===== config.mk =====
export PLATFORM = sky130hd
export DESIGN_NAME = packet_deframer
export DESIGN_NICKNAME = d
export VERILOG_FILES = /design/src/sv/pd_pkg.sv /design/src/sv/packet_deframer.sv /design/src/sv/pd_parser.sv /design/src/sv/pd_fifo.sv /design/src/sv/pd_out.sv
export SDC_FILE = /design/constraint.sdc
export NUM_CORES = 1
export LEC_CHECK = 0
export BUFFER_PORTS_ARGS = -buffer_cell sky130_fd_sc_hd__buf_2
export CORE_MARGIN = 2
export CORE_UTILIZATION = 55
export DETAILED_ROUTE_END_ITERATION = 7
export GPL_TIMING_DRIVEN = 1
export PLACE_DENSITY = 0.85
export REMOVE_ABC_BUFFERS = 1
export SKIP_LAST_GASP = 1
export SLEW_MARGIN = 10
export SYNTH_ARGS = -nofsm -noshare
export SYNTH_HDL_FRONTEND = slang
export SYNTH_SLANG_ARGS = --single-unit

===== constraint.sdc =====
create_clock -name i_clk -period 9.08 [get_ports i_clk]
set_input_delay 0.908 -clock i_clk [delete_from_list [all_inputs] [get_ports i_clk]]
set_output_delay 0.908 -clock i_clk [all_outputs]
set_load 0.005 [all_outputs]

===== src/sv/pd_pkg.sv =====
`default_nettype none

package pd_pkg;

    // Parser phases
    localparam logic [2:0] PH_HEADER  = 3'd0;
    localparam logic [2:0] PH_LENGTH  = 3'd1;
    localparam logic [2:0] PH_TYPE_HI = 3'd2;
    localparam logic [2:0] PH_TYPE_LO = 3'd3;
    localparam logic [2:0] PH_DATA    = 3'd4;
    localparam logic [2:0] PH_FOOTER  = 3'd5;

    typedef logic [1:0] t_kind;

    localparam t_kind KIND_PAYLOAD    = 2'd0;
    localparam t_kind KIND_ACCEPT     = 2'd1;
    localparam t_kind KIND_BAD_FOOTER = 2'd2;
    localparam t_kind KIND_TOO_LONG   = 2'd3;

    typedef logic [1:0] t_cfg_index;

    localparam t_cfg_index REG_HEADER_MARK = 2'd0;
    localparam t_cfg_index REG_FOOTER_MARK = 2'd1;
    localparam t_cfg_index REG_MAX_LENGTH  = 2'd2;

    localparam logic [7:0] RST_HEADER_MARK = 8'hFE;
    localparam logic [7:0] RST_FOOTER_MARK = 8'hFD;
    localparam logic [7:0] RST_MAX_LENGTH  = 8'd250;

    localparam int FIFO_DEPTH = 4;
    localparam int FIFO_AW    = $clog2(FIFO_DEPTH);

    typedef struct packed {
        t_kind       kind;
        logic [7:0]  payload_byte;
        logic [7:0]  payload_index;
        logic [15:0] frame_type;
        logic [7:0]  frame_length;
    } t_result;

endpackage

`default_nettype wire


===== src/sv/packet_deframer.sv =====
`default_nettype none

// Byte-stream frame finder. Each push delivers one received byte; the block
// looks for frames of the form header mark, length byte, type word (high
// byte first), that many payload bytes, footer mark. Every payload byte comes
// out as a result with its index, frame type and declared length; the footer
// byte yields a frame-accepted or bad-footer result, and a length byte above
// max_length yields a length-rejected result. Bytes outside a frame give no
// result. The parser takes one byte every cycle while full is low and writes
// at most one result into a four-entry queue; an output register drains that
// queue. A result goes through the queue and then the output register to the
// output ports, and the sustained rate is one byte per cycle as long as
// results are popped; full rises only when all four queue entries hold unread
// results, so a stalled reader throttles the writer. The three registers
// (header mark, footer mark, max length) reset to 0xFE, 0xFD and 250 and
// should be written only while no transaction is in flight.
module packet_deframer (
    input  wire                 i_clk,
    input  wire                 i_rst_n,
    // configuration
    input  wire                 i_cfg_wr_en,
    input  pd_pkg::t_cfg_index  i_cfg_index,
    input  wire  [7:0]          i_cfg_wdata,
    // byte input
    input  wire                 push,
    output logic                full,
    input  wire  [7:0]          i_rx_byte,
    // results
    output logic                empty,
    input  wire                 pop,
    output pd_pkg::t_kind       o_result_kind,
    output logic [7:0]          o_payload_byte,
    output logic [7:0]          o_payload_index,
    output logic [15:0]         o_frame_type,
    output logic [7:0]          o_frame_length
);
    import pd_pkg::*;

    logic    in_take;
    logic    res_valid;
    t_result res;
    logic    q_empty;
    logic    q_pop;
    t_result q_data;
    t_result out_res;

    // Accept a byte only while the queue has room for its result.
    assign in_take = push && !full;

    // Front: phase tracking and classification of each byte.
    pd_parser u_parser (
        .i_clk       (i_clk),
        .i_rst_n     (i_rst_n),
        .i_cfg_wr_en (i_cfg_wr_en),
        .i_cfg_index (i_cfg_index),
        .i_cfg_wdata (i_cfg_wdata),
        .i_valid     (in_take),
        .i_rx_byte   (i_rx_byte),
        .o_res_valid (res_valid),
        .o_res       (res)
    );

    // Decoupling queue between parser and output side.
    pd_fifo u_fifo (
        .i_clk   (i_clk),
        .i_rst_n (i_rst_n),
        .i_push  (res_valid),
        .i_data  (res),
        .o_full  (full),
        .i_pop   (q_pop),
        .o_data  (q_data),
        .o_empty (q_empty)
    );

    // Back: output register presented to the reader.
    pd_out u_out (
        .i_clk     (i_clk),
        .i_rst_n   (i_rst_n),
        .i_q_empty (q_empty),
        .i_q_data  (q_data),
        .o_q_pop   (q_pop),
        .o_empty   (empty),
        .i_pop     (pop),
        .o_res     (out_res)
    );

    assign o_result_kind   = out_res.kind;
    assign o_payload_byte  = out_res.payload_byte;
    assign o_payload_index = out_res.payload_index;
    assign o_frame_type    = out_res.frame_type;
    assign o_frame_length  = out_res.frame_length;

endmodule

`default_nettype wire


===== src/sv/pd_parser.sv =====
`default_nettype none

module pd_parser (
    input  wire                  i_clk,
    input  wire                  i_rst_n,
    input  wire                  i_cfg_wr_en,
    input  pd_pkg::t_cfg_index   i_cfg_index,
    input  wire  [7:0]           i_cfg_wdata,
    input  wire                  i_valid,
    input  wire  [7:0]           i_rx_byte,
    output logic                 o_res_valid,
    output pd_pkg::t_result      o_res
);
    import pd_pkg::*;

    logic [7:0]  r_header_mark;
    logic [7:0]  r_footer_mark;
    logic [7:0]  r_max_length;
    logic [2:0]  r_phase, n_phase;
    logic [7:0]  r_len, n_len;
    logic [7:0]  r_cnt, n_cnt;
    logic [15:0] r_type, n_type;
    logic [7:0]  cnt_inc;

    assign cnt_inc = r_cnt + 8'd1;

    always_ff @(posedge i_clk) begin
        if (!i_rst_n) begin
            r_header_mark <= RST_HEADER_MARK;
            r_footer_mark <= RST_FOOTER_MARK;
            r_max_length  <= RST_MAX_LENGTH;
        end else if (i_cfg_wr_en) begin
            unique case (i_cfg_index)
                REG_HEADER_MARK: r_header_mark <= i_cfg_wdata;
                REG_FOOTER_MARK: r_footer_mark <= i_cfg_wdata;
                REG_MAX_LENGTH:  r_max_length  <= i_cfg_wdata;
                default: ;
            endcase
        end
    end

    always_comb begin
        n_phase     = r_phase;
        n_len       = r_len;
        n_cnt       = r_cnt;
        n_type      = r_type;
        o_res_valid = 1'b0;
        o_res       = '0;
        if (i_valid) begin
            unique case (r_phase)
                PH_HEADER: begin
                    if (i_rx_byte == r_header_mark) begin
                        n_phase = PH_LENGTH;
                    end
                end
                PH_LENGTH: begin
                    if (i_rx_byte > r_max_length) begin
                        o_res_valid        = 1'b1;
                        o_res.kind         = KIND_TOO_LONG;
                        o_res.frame_length = i_rx_byte;
                        n_phase            = PH_HEADER;
                    end else begin
                        n_len   = i_rx_byte;
                        n_cnt   = 8'd0;
                        n_phase = PH_TYPE_HI;
                    end
                end
                PH_TYPE_HI: begin
                    n_type  = {8'd0, i_rx_byte};
                    n_phase = PH_TYPE_LO;
                end
                PH_TYPE_LO: begin
                    n_type  = {r_type[7:0], i_rx_byte};
                    n_phase = (r_len != 8'd0) ? PH_DATA : PH_FOOTER;
                end
                PH_DATA: begin
                    o_res_valid         = 1'b1;
                    o_res.kind          = KIND_PAYLOAD;
                    o_res.payload_byte  = i_rx_byte;
                    o_res.payload_index = r_cnt;
                    o_res.frame_type    = r_type;
                    o_res.frame_length  = r_len;
                    n_cnt               = cnt_inc;
                    if (cnt_inc == r_len) begin
                        n_phase = PH_FOOTER;
                    end
                end
                PH_FOOTER: begin
                    o_res_valid        = 1'b1;
                    o_res.kind         = (i_rx_byte == r_footer_mark) ? KIND_ACCEPT
                                                                      : KIND_BAD_FOOTER;
                    o_res.frame_type   = r_type;
                    o_res.frame_length = r_len;
                    n_phase            = PH_HEADER;
                end
                default: begin
                    n_phase = PH_HEADER;
                end
            endcase
        end
    end

    always_ff @(posedge i_clk) begin
        if (!i_rst_n) begin
            r_phase <= PH_HEADER;
            r_len   <= 8'd0;
            r_cnt   <= 8'd0;
            r_type  <= 16'd0;
        end else begin
            r_phase <= n_phase;
            r_len   <= n_len;
            r_cnt   <= n_cnt;
            r_type  <= n_type;
        end
    end

endmodule

`default_nettype wire


===== src/sv/pd_fifo.sv =====
`default_nettype none

module pd_fifo (
    input  wire              i_clk,
    input  wire              i_rst_n,
    input  wire              i_push,
    input  pd_pkg::t_result  i_data,
    output logic             o_full,
    input  wire              i_pop,
    output pd_pkg::t_result  o_data,
    output logic             o_empty
);
    import pd_pkg::*;

    t_result              r_mem [FIFO_DEPTH];
    logic [FIFO_AW-1:0]   r_wr_ptr;
    logic [FIFO_AW-1:0]   r_rd_ptr;
    logic [FIFO_AW:0]     r_count;

    assign o_full  = (r_count == (FIFO_AW+1)'(FIFO_DEPTH));
    assign o_empty = (r_count == '0);
    assign o_data  = r_mem[r_rd_ptr];

    always_ff @(posedge i_clk) begin
        if (i_push) begin
            r_mem[r_wr_ptr] <= i_data;
        end
    end

    always_ff @(posedge i_clk) begin
        if (!i_rst_n) begin
            r_wr_ptr <= '0;
            r_rd_ptr <= '0;
            r_count  <= '0;
        end else begin
            if (i_push) begin
                r_wr_ptr <= r_wr_ptr + 1'b1;
            end
            if (i_pop) begin
                r_rd_ptr <= r_rd_ptr + 1'b1;
            end
            unique case ({i_push, i_pop})
                2'b10:   r_count <= r_count + 1'b1;
                2'b01:   r_count <= r_count - 1'b1;
                default: r_count <= r_count;
            endcase
        end
    end

endmodule

`default_nettype wire


===== src/sv/pd_out.sv =====
`default_nettype none

module pd_out (
    input  wire              i_clk,
    input  wire              i_rst_n,
    input  wire              i_q_empty,
    input  pd_pkg::t_result  i_q_data,
    output logic             o_q_pop,
    output logic             o_empty,
    input  wire              i_pop,
    output pd_pkg::t_result  o_res
);
    import pd_pkg::*;

    logic    r_valid;
    t_result r_res;

    // Refill the output register whenever it is free or being drained.
    assign o_q_pop = !i_q_empty && (!r_valid || i_pop);
    assign o_empty = !r_valid;
    assign o_res   = r_res;

    always_ff @(posedge i_clk) begin
        if (!i_rst_n) begin
            r_valid <= 1'b0;
        end else if (o_q_pop) begin
            r_valid <= 1'b1;
        end else if (i_pop) begin
            r_valid <= 1'b0;
        end
    end

    always_ff @(posedge i_clk) begin
        if (o_q_pop) begin
            r_res <= i_q_data;
        end
    end

endmodule

`default_nettype wire


==> results by group, run 1 <==
Run status
  • Status: finished clean

Worst setup path
  • Crit Path Max Fanout: 7
  • Req. time, crit path: 9530 ps
  • Critical R2R Capture: u_fifo.r_count[2]$_SDFFE_PN0P_
  • Largest delay share family, worst path: adder cells
  • CP Launch Type: input pin
  • CP endpoint kind: flip-flop
  • FF-to-FF setup slack: 6130 ps
  • WS Path Type: in2reg
  • Worst reg2reg startpoint: u_parser.r_phase[0]$_SDFFE_PN0P_
  • CP max stage cell: fa_1
  • Max stage delay on crit path: 440 ps
  • Cells on worst reg2reg path: 10
  • CP Data Arrival Time: 3610 ps
  • Crit path cell chain: buf_2 -> ha_1 -> nor2b_1 -> o211ai_1 -> a21oi_1 -> o21a_1 -> or2_2 -> inv_1 -> ha_1 -> fa_1 -> xnor2_1 -> or3_1 -> a21oi_1
  • CP Buf/Inv Count: 2

Synthesis
  • Most used DFF post-synth: edfxtp_1
  • Post-synth EDFFs: 210
  • Post-Synthesis Cells: 727
  • Synthesized area: 0.0110 mm^2
  • Complex-gate fraction of the synthesized area: 0.0455
  • Xor-xnor portion of the synthesized cell area: 0.0223
  • Syn Area/Cell: 15.1 um^2
  • Adder-cell area share of the yosys netlist: 0.0178
  • Largest family of logic cells by synthesized area: simple AND/OR/NAND/NOR gates
  • Top post-synthesis cells by area: edfxtp_1, dfxtp_1, mux4_2
  • Fraction of registers with async set/reset: 0
  • Proportion of netlist area held by the largest area contributor: 0.574
  • Largest area contributor in the netlist: edfxtp_1
  • Ys Warns: 0
  • Mux contribution to synthesized area: 0.0953
  • Register area share after synthesis: 0.696
  • Synth unique cells: 45
  • Synth Area in Simple Gates: 0.102
  • Number of synthesized register bits: 277

Clocking
  • Longest Clk Path Bufs: 3
  • Post-cts resize count: 0
  • Hold buffers post-CTS: 0
  • CTS sink cnt: 277
  • CTS tree: built
  • Root buf cell: clkbuf_16
  • H-tree depth: 1
  • Reg clk slew, reported paths: 60 ps
  • TritonCTS buffer count: 27
  • Postcts setup bufs: 0
  • Worst skew pair latency: 520 ps

Timing
  • Setup violators final: 0
  • Max-Slew Margin vs Limit: 0.226
  • Worst Max-Slew Pin Slew: 1160 ps
  • Setup TNS: 0 ps
  • Final period utilization: 0.348
  • Fmax: 317 MHz
  • Final max-slew violation count: 0
  • Final Hold Viols: 0
  • RSZ-0062 raised after global routing: false
  • Final setup margin: 5920 ps
  • Setup Skew: 9.06 ps
  • Minimum clock period: 3160 ps

Hold path
  • Hold depth: 2
  • Hold path endpoint: u_parser.r_max_length[0]$_SDFFE_PN0P_
  • Worst Hold Class: reg2reg
  • Hold_sp: u_parser.r_max_length[0]$_SDFFE_PN0P_

Floorplan
  • Chip Width: 145 um
  • Core ar.: 0.0195 mm^2
  • Initial Utilization: 0.562
  • Std cell rows: 51
  • Die Ht: 145 um
  • Io pins: 67
  • Die Area: 0.0211 mm^2

Global route
  • Largest net degree at the start of global routing: 46
  • GRT overflow: 0
  • Global-route wire length before repair: 34,300 um
  • Vias in the first global route: 6,448
  • Antenna violations before repair: 0
  • GRT Util Overall: 0.205

Placed design
  • Pre-CTS WS: 5420 ps
  • DPL Wire Length: 13,100 um
  • I/O Buffers: 66
  • RD Place Congestion: 0.831

Finish
  • Nets: 830
  • Footprint of the multi-input gates: 0.00313 mm^2
  • Final Core Density: 0.638
  • Sequential cell area: 0.00765 mm^2
  • Filler Cell Count: 1,359
  • Ant. Diodes: 0
  • Layout cell share with drive strength beyond 1: 0.216
  • P&R area growth vs syn: 13.4%

Pwr
  • Max VDD drop: 0.332 mV
  • PD cells: 243 mW/mm^2
  • Leakage: 4.13 nW

Job
  • Maxcap violations: 0

Detailed routing
  • Final wirelength: 21,600 um
  • ANT nets after route: 0
  • TritonRoute pass-1 iters: 6
  • DR iter-0 viols: 628
  • # DRC: 0
  • DR WL/cell: 20.1 um
  • DR vias/cell: 5.88
  • Detailed-route via count: 6,328
[Yosys cell counts (12+ instances only)]
| cell type | n |
|---|---|
| nor2_1 | 22 |
| o211ai_1 | 12 |
| and2_1 | 38 |
| xnor2_1 | 13 |
| clkbuf_1 | 25 |
| xor2_1 | 15 |
| ha_1 | 14 |
| edfxtp_1 | 210 |
| nand2_1 | 78 |
| inv_1 | 17 |
| o21ai_0 | 12 |
| a21oi_1 | 38 |
| dfxtp_1 | 67 |
| mux4_2 | 42 |
| nor3_1 | 13 |
| nand3_1 | 28 |
[cell families after synthesis]
logic type,Yosys count
xor+xnor,28
buf+inv,55
compound gates,81
simple gates,219
fa+ha+maj,15
mux,52
flops,277
[final cells by class]
class	count	area share
clock buffers	32	0.0574
flip-flops and latches	277	0.615
well taps	265	0.0266
repair buffers	74	0.0314
clock inverters	17	0.0137
inverters	17	0.00513
multi-input cells	395	0.251
[worst max path at each step]
stage | from | end | slack [ps] | cells past startpoint
after floorplan | pop | u_fifo.r_count[2]$_SDFFE_PN0P_ | 4610 | 7
after global placement | i_rx_byte[1] | u_fifo.r_count[2]$_SDFFE_PN0P_ | 5510 | 13
after detailed placement | i_rx_byte[1] | u_fifo.r_count[2]$_SDFFE_PN0P_ | 5420 | 13
after CTS | i_rx_byte[1] | u_fifo.r_count[2]$_SDFFE_PN0P_ | 5970 | 13
after global routing | i_rx_byte[1] | u_fifo.r_count[2]$_SDFFE_PN0P_ | 5760 | 13
final | i_rx_byte[1] | u_fifo.r_count[2]$_SDFFE_PN0P_ | 5920 | 13
[tightest hold or removal path, stage by stage (launching register included)]
cell and delay, ps:
dfxtp_1 310, nand2_1 50, a21oi_1 50
[sequential cells by signal, indices dropped and copies added, names as in the netlist]
name and count:
u_fifo.r_count 3, u_fifo.r_mem 168, u_fifo.r_rd_ptr 2, u_fifo.r_wr_ptr 2
u_out.o_res 42, u_out.r_valid 1, u_parser.r_cnt 8, u_parser.r_footer_mark 8
u_parser.r_header_mark 8, u_parser.r_len 8, u_parser.r_max_length 8, u_parser.r_phase 3
u_parser.r_type 16
[through the flow]
step                hold slack (ps)  power, W  instance area, um^2  cells
finish                          463   0.00302                12400   1077
global route                    482   0.00314                12400   1077
CTS                             462   0.00306                12400   1077
detailed placement              452   0.00196                11600   1028
global placement                437   0.00194                11600   1028
floorplan                       427   0.00179                10800    689
[layout by cell type (no fill, tap or decap), types with 8 or more instances in the layout]
master / netlist / final
o211ai_1: 12 / 12
xor2_1: 15 / 15
buf_4: 0 / 8
ha_1: 14 / 14
buf_2: 9 / 66
clkbuf_16: 0 / 27
mux4_2: 42 / 42
inv_1: 17 / 17
nand3_1: 28 / 28
nor2_1: 22 / 22
and2_1: 38 / 34
mux2i_1: 10 / 10
xnor2_1: 13 / 13
a21oi_1: 38 / 37
a22o_1: 8 / 8
o21ai_0: 12 / 12
nor3_1: 13 / 12
nand2_1: 78 / 78
edfxtp_1: 210 / 210
dfxtp_1: 67 / 65
[report_power, final]
group          total, W  switching (W)  internal [W]
combinational  0.000373       0.000197      0.000176
sequential      0.00155      0.0000559       0.00149
clock           0.00110       0.000453      0.000648
total           0.00302       0.000706       0.00232
[metal layers]
layer	wire, um	GRT usage	share of wire
met5	0	0	0
met4	422	0.0569	0.020
met3	1690	0.0346	0.078
met2	10800	0.342	0.50
met1	8740	0.280	0.40
No activity file was read; power rests on OpenSTA's default activity.
==> run 2: changes to the inputs <==
--- a/config.mk
+++ b/config.mk
@@ -7,10 +7,10 @@
 export LEC_CHECK = 0
 export BUFFER_PORTS_ARGS = -buffer_cell sky130_fd_sc_hd__buf_2
 export CORE_MARGIN = 2
-export CORE_UTILIZATION = 55
+export CORE_UTILIZATION = 54
 export DETAILED_ROUTE_END_ITERATION = 7
 export GPL_TIMING_DRIVEN = 1
-export PLACE_DENSITY = 0.85
+export PLACE_DENSITY = 0.87
 export REMOVE_ABC_BUFFERS = 1
 export SKIP_LAST_GASP = 1
 export SLEW_MARGIN = 10
==> constraint.sdc (replaced) <==
create_clock -name i_clk -period 2.57 [get_ports i_clk]
set_input_delay 0.257 -clock i_clk [delete_from_list [all_inputs] [get_ports i_clk]]
set_output_delay 0.257 -clock i_clk [all_outputs]
set_load 0.005 [all_outputs]
==> run 2 against run 1 <==
Compared with the run above:
- the run now ends with negative setup slack left
- sequential share of layout area fell by 2.4 points
- first-iteration DRC count fell by 8.8%
- via count increased by 2.5%
- critical endpoint unchanged
- highest routed layer unchanged
==> results by group, run 2 (same netlist as run 1, synthesis figures left out) <==
Run status
  • Status: finished with violations (was finished clean)
  • Failing checks: negative setup slack

Finish
  • Ant. Diodes: 0 (unchanged)
  • Layout cell share with drive strength beyond 1: 0.265 (was 0.216)
  • Biggest register: u_fifo.r_mem (unchanged)
  • P&R area growth vs syn: 18.0% (was 13.4%)
  • Most common cell after layout, fill and taps aside: edfxtp_1 (unchanged)
  • Filler Cell Count: 1,355 (was 1,359)
  • Sequential cell area: 0.00765 mm^2 (about the same)
  • Nets: 872 (was 830)
  • Footprint of the multi-input gates: 0.00322 mm^2 (was 0.00313 mm^2)
  • Max reg flops: 168 (unchanged)
  • Commonest non-fill, non-tap cells in the layout: edfxtp_1, nand2_1, buf_2 (unchanged)

Clocking
  • CTS sink cnt: 277 (unchanged)
  • Longest Clk Path Bufs: 3 (unchanged)
  • H-tree depth: 1 (unchanged)
  • TritonCTS buffer count: 27 (unchanged)
  • CTS tree: built (unchanged)
  • Reg clk slew, reported paths: 60 ps (about the same)
  • Root buf cell: clkbuf_16 (unchanged)
  • Worst skew pair latency: 540 ps (was 520 ps)

Global route
  • M3 GR Usage: 0.0391 (was 0.0346)
  • Met2 usage: 0.360 (was 0.342)
  • Global-route wire length before repair: 34,700 um (was 34,300 um)
  • Antenna violations before repair: 0 (unchanged)
  • Largest net degree at the start of global routing: 45 (was 46)
  • GRT overflow: 0 (unchanged)
  • GRT Util Overall: 0.207 (was 0.205)
  • Vias in the first global route: 6,423 (was 6,448)
  • GRT busiest layer: met2 (unchanged)
  • Met1 usage: 0.268 (was 0.280)

Worst setup path
  • WS Path Type: reg2reg (was in2reg)
  • Req. time, crit path: 3040 ps (was 9530 ps)
  • CP endpoint kind: flip-flop (unchanged)
  • CP Data Arrival Time: 3120 ps (was 3610 ps)
  • CP Launch Type: flip-flop (was input pin)
  • Crit Path Max Fanout: 2 (was 7)

Timing
  • Max-Slew Margin vs Limit: 0.458 (was 0.226)
  • Worst Max-Slew Pin Slew: 811 ps (was 1160 ps)
  • Fin Hold WS: 23.3 ps (was 463 ps)
  • Setup violators final: 1 (was 0)
  • Final max-slew violation count: 0 (unchanged)
  • Setup Skew: 11.7 ps (was 9.06 ps)
  • Minimum clock period: 2640 ps
  • Final period utilization: 1.03
  • Final setup margin: -73.3 ps (was 5920 ps)
  • Fmax: 378 MHz
  • Final Hold Viols: 0 (unchanged)
  • RSZ-0062 raised after global routing: true (was false)

Pwr
  • Logic pwr share: 0.141 (was 0.123)
  • Sw Ratio: 0.241 (was 0.233)
  • Clock power share: 0.349 (was 0.364)
  • PD cells: 824 mW/mm^2 (was 243 mW/mm^2)
  • Int Power: 0.00810 W (was 0.00232 W)
  • Max VDD drop: 0.636 mV (was 0.332 mV)
  • Leakage: 4.35 nW (was 4.13 nW)
  • Sequential share of power: 0.510 (was 0.513)
  • Sw Pwr: 0.00257 W (was 0.000706 W)

Detailed routing
  • DR vias/cell: 5.77 (was 5.88)
  • # DRC: 0 (unchanged)
  • ANT nets after route: 0 (unchanged)
  • DR iter-0 viols: 573 (was 628)
  • Detailed-route via count: 6,486 (was 6,328)
  • Final wirelength: 22,200 um (was 21,600 um)
  • TritonRoute pass-1 iters: 7 (was 6)
  • DR WL/cell: 19.7 um (was 20.1 um)

Floorplan
  • Die Area: 0.0215 mm^2 (was 0.0211 mm^2)
  • Io pins: 67 (unchanged)
  • Core ar.: 0.0201 mm^2 (was 0.0195 mm^2)
  • Initial Utilization: 0.546 (was 0.562)
  • Chip Width: 147 um (was 145 um)
  • Std cell rows: 52 (was 51)
  • Die Ht: 147 um (was 145 um)

Placed design
  • RD Place Congestion: 0.878 (was 0.831)
  • DPL Wire Length: 13,500 um (was 13,100 um)
  • I/O Buffers: 66 (unchanged)
  • Pre-CTS WS: -219 ps (was 5420 ps)

Job
  • Maxcap violations: 0 (unchanged)

Hold path
  • Worst Hold Class: in2reg (was reg2reg)
[run 2: cell count changes in the layout (fill, tap and decap cells not counted), moves of 4 or more]
cell and change:
ha_4 +4, buf_12 +9, dlygate4sd3_1 +8, buf_4 +25
clkbuf_1 +4, inv_1 -5, ha_1 -4
[run 2: metrics by stage]
step / utilization / cells / power [W] / cell area [um^2] / TNS [ps]
after detailed placement: 0.593 / 1064 / 0.00700 / 11900 / -369
after floorplan: - / 689 / 0.00653 / 10800 / -206550
after global placement: 0.593 / 1064 / 0.00696 / 11900 / -242
after CTS: 0.642 / 1124 / 0.0107 / 12900 / 0
final: 0.644 / 1125 / 0.0107 / 13000 / -73.3
after global routing: 0.644 / 1125 / 0.0111 / 13000 / -199
[run 2: cell type report]
type                    instances  area share
clock buffers                  38      0.0584
clock inverters                12     0.00657
inverters                      17     0.00531
multi-input cells             395       0.248
flip-flops and latches        277       0.591
well taps                     270      0.0261
repair buffers                116      0.0647
[run 2: per-layer routing]
layer,share of wire,wire length [um]
met5,0,0
met4,0.031,686
met3,0.061,1350
met2,0.51,11300
met1,0.40,8820
[run 2: critical path, stage by stage (launching register included)]
cell and delay, ps:
dfxtp_2 330, inv_2 40, ha_1 290, nand4_1 130, buf_4 160, a21oi_2 130, o21a_1 150, or2_4 140
inv_4 30, ha_4 160, fa_2 370, xnor2_2 140, or3_1 380, a21oi_2 130
[run 2: final timing paths]
path / from / endpoint / slack [ps] / cells after the start
min: pop / u_out.r_valid$_SDFFE_PN0P_ / 20 / 4
max reg2reg: u_parser.r_max_length[4]$_SDFFE_PN1P_ / u_fifo.r_count[2]$_SDFFE_PN0P_ / -70 / 13
min reg2reg: u_parser.r_type[9]$_SDFFE_PN0P_ / u_parser.r_type[9]$_SDFFE_PN0P_ / 450 / 2
max: u_parser.r_max_length[4]$_SDFFE_PN1P_ / u_fifo.r_count[2]$_SDFFE_PN0P_ / -70 / 13
[run 2: what timing repair did]
item,in CTS,in global routing
endpoints found under the setup margin,2,2
endpoints found under the hold margin,20,0
pin swaps,7,9
gates resized for setup,12,14
setup buffers,2,1
hold buffers,8,0
[run 2: power by group through the flow]
stage	Sequential (W)	Combinational [W]	Clock (W)
global placement	0.00553	0.00143	0
finish	0.00544	0.00150	0.00373
detailed placement	0.00554	0.00146	0
floorplan	0.00570	0.000830	0
global route	0.00547	0.00164	0.00395
CTS	0.00544	0.00149	0.00378
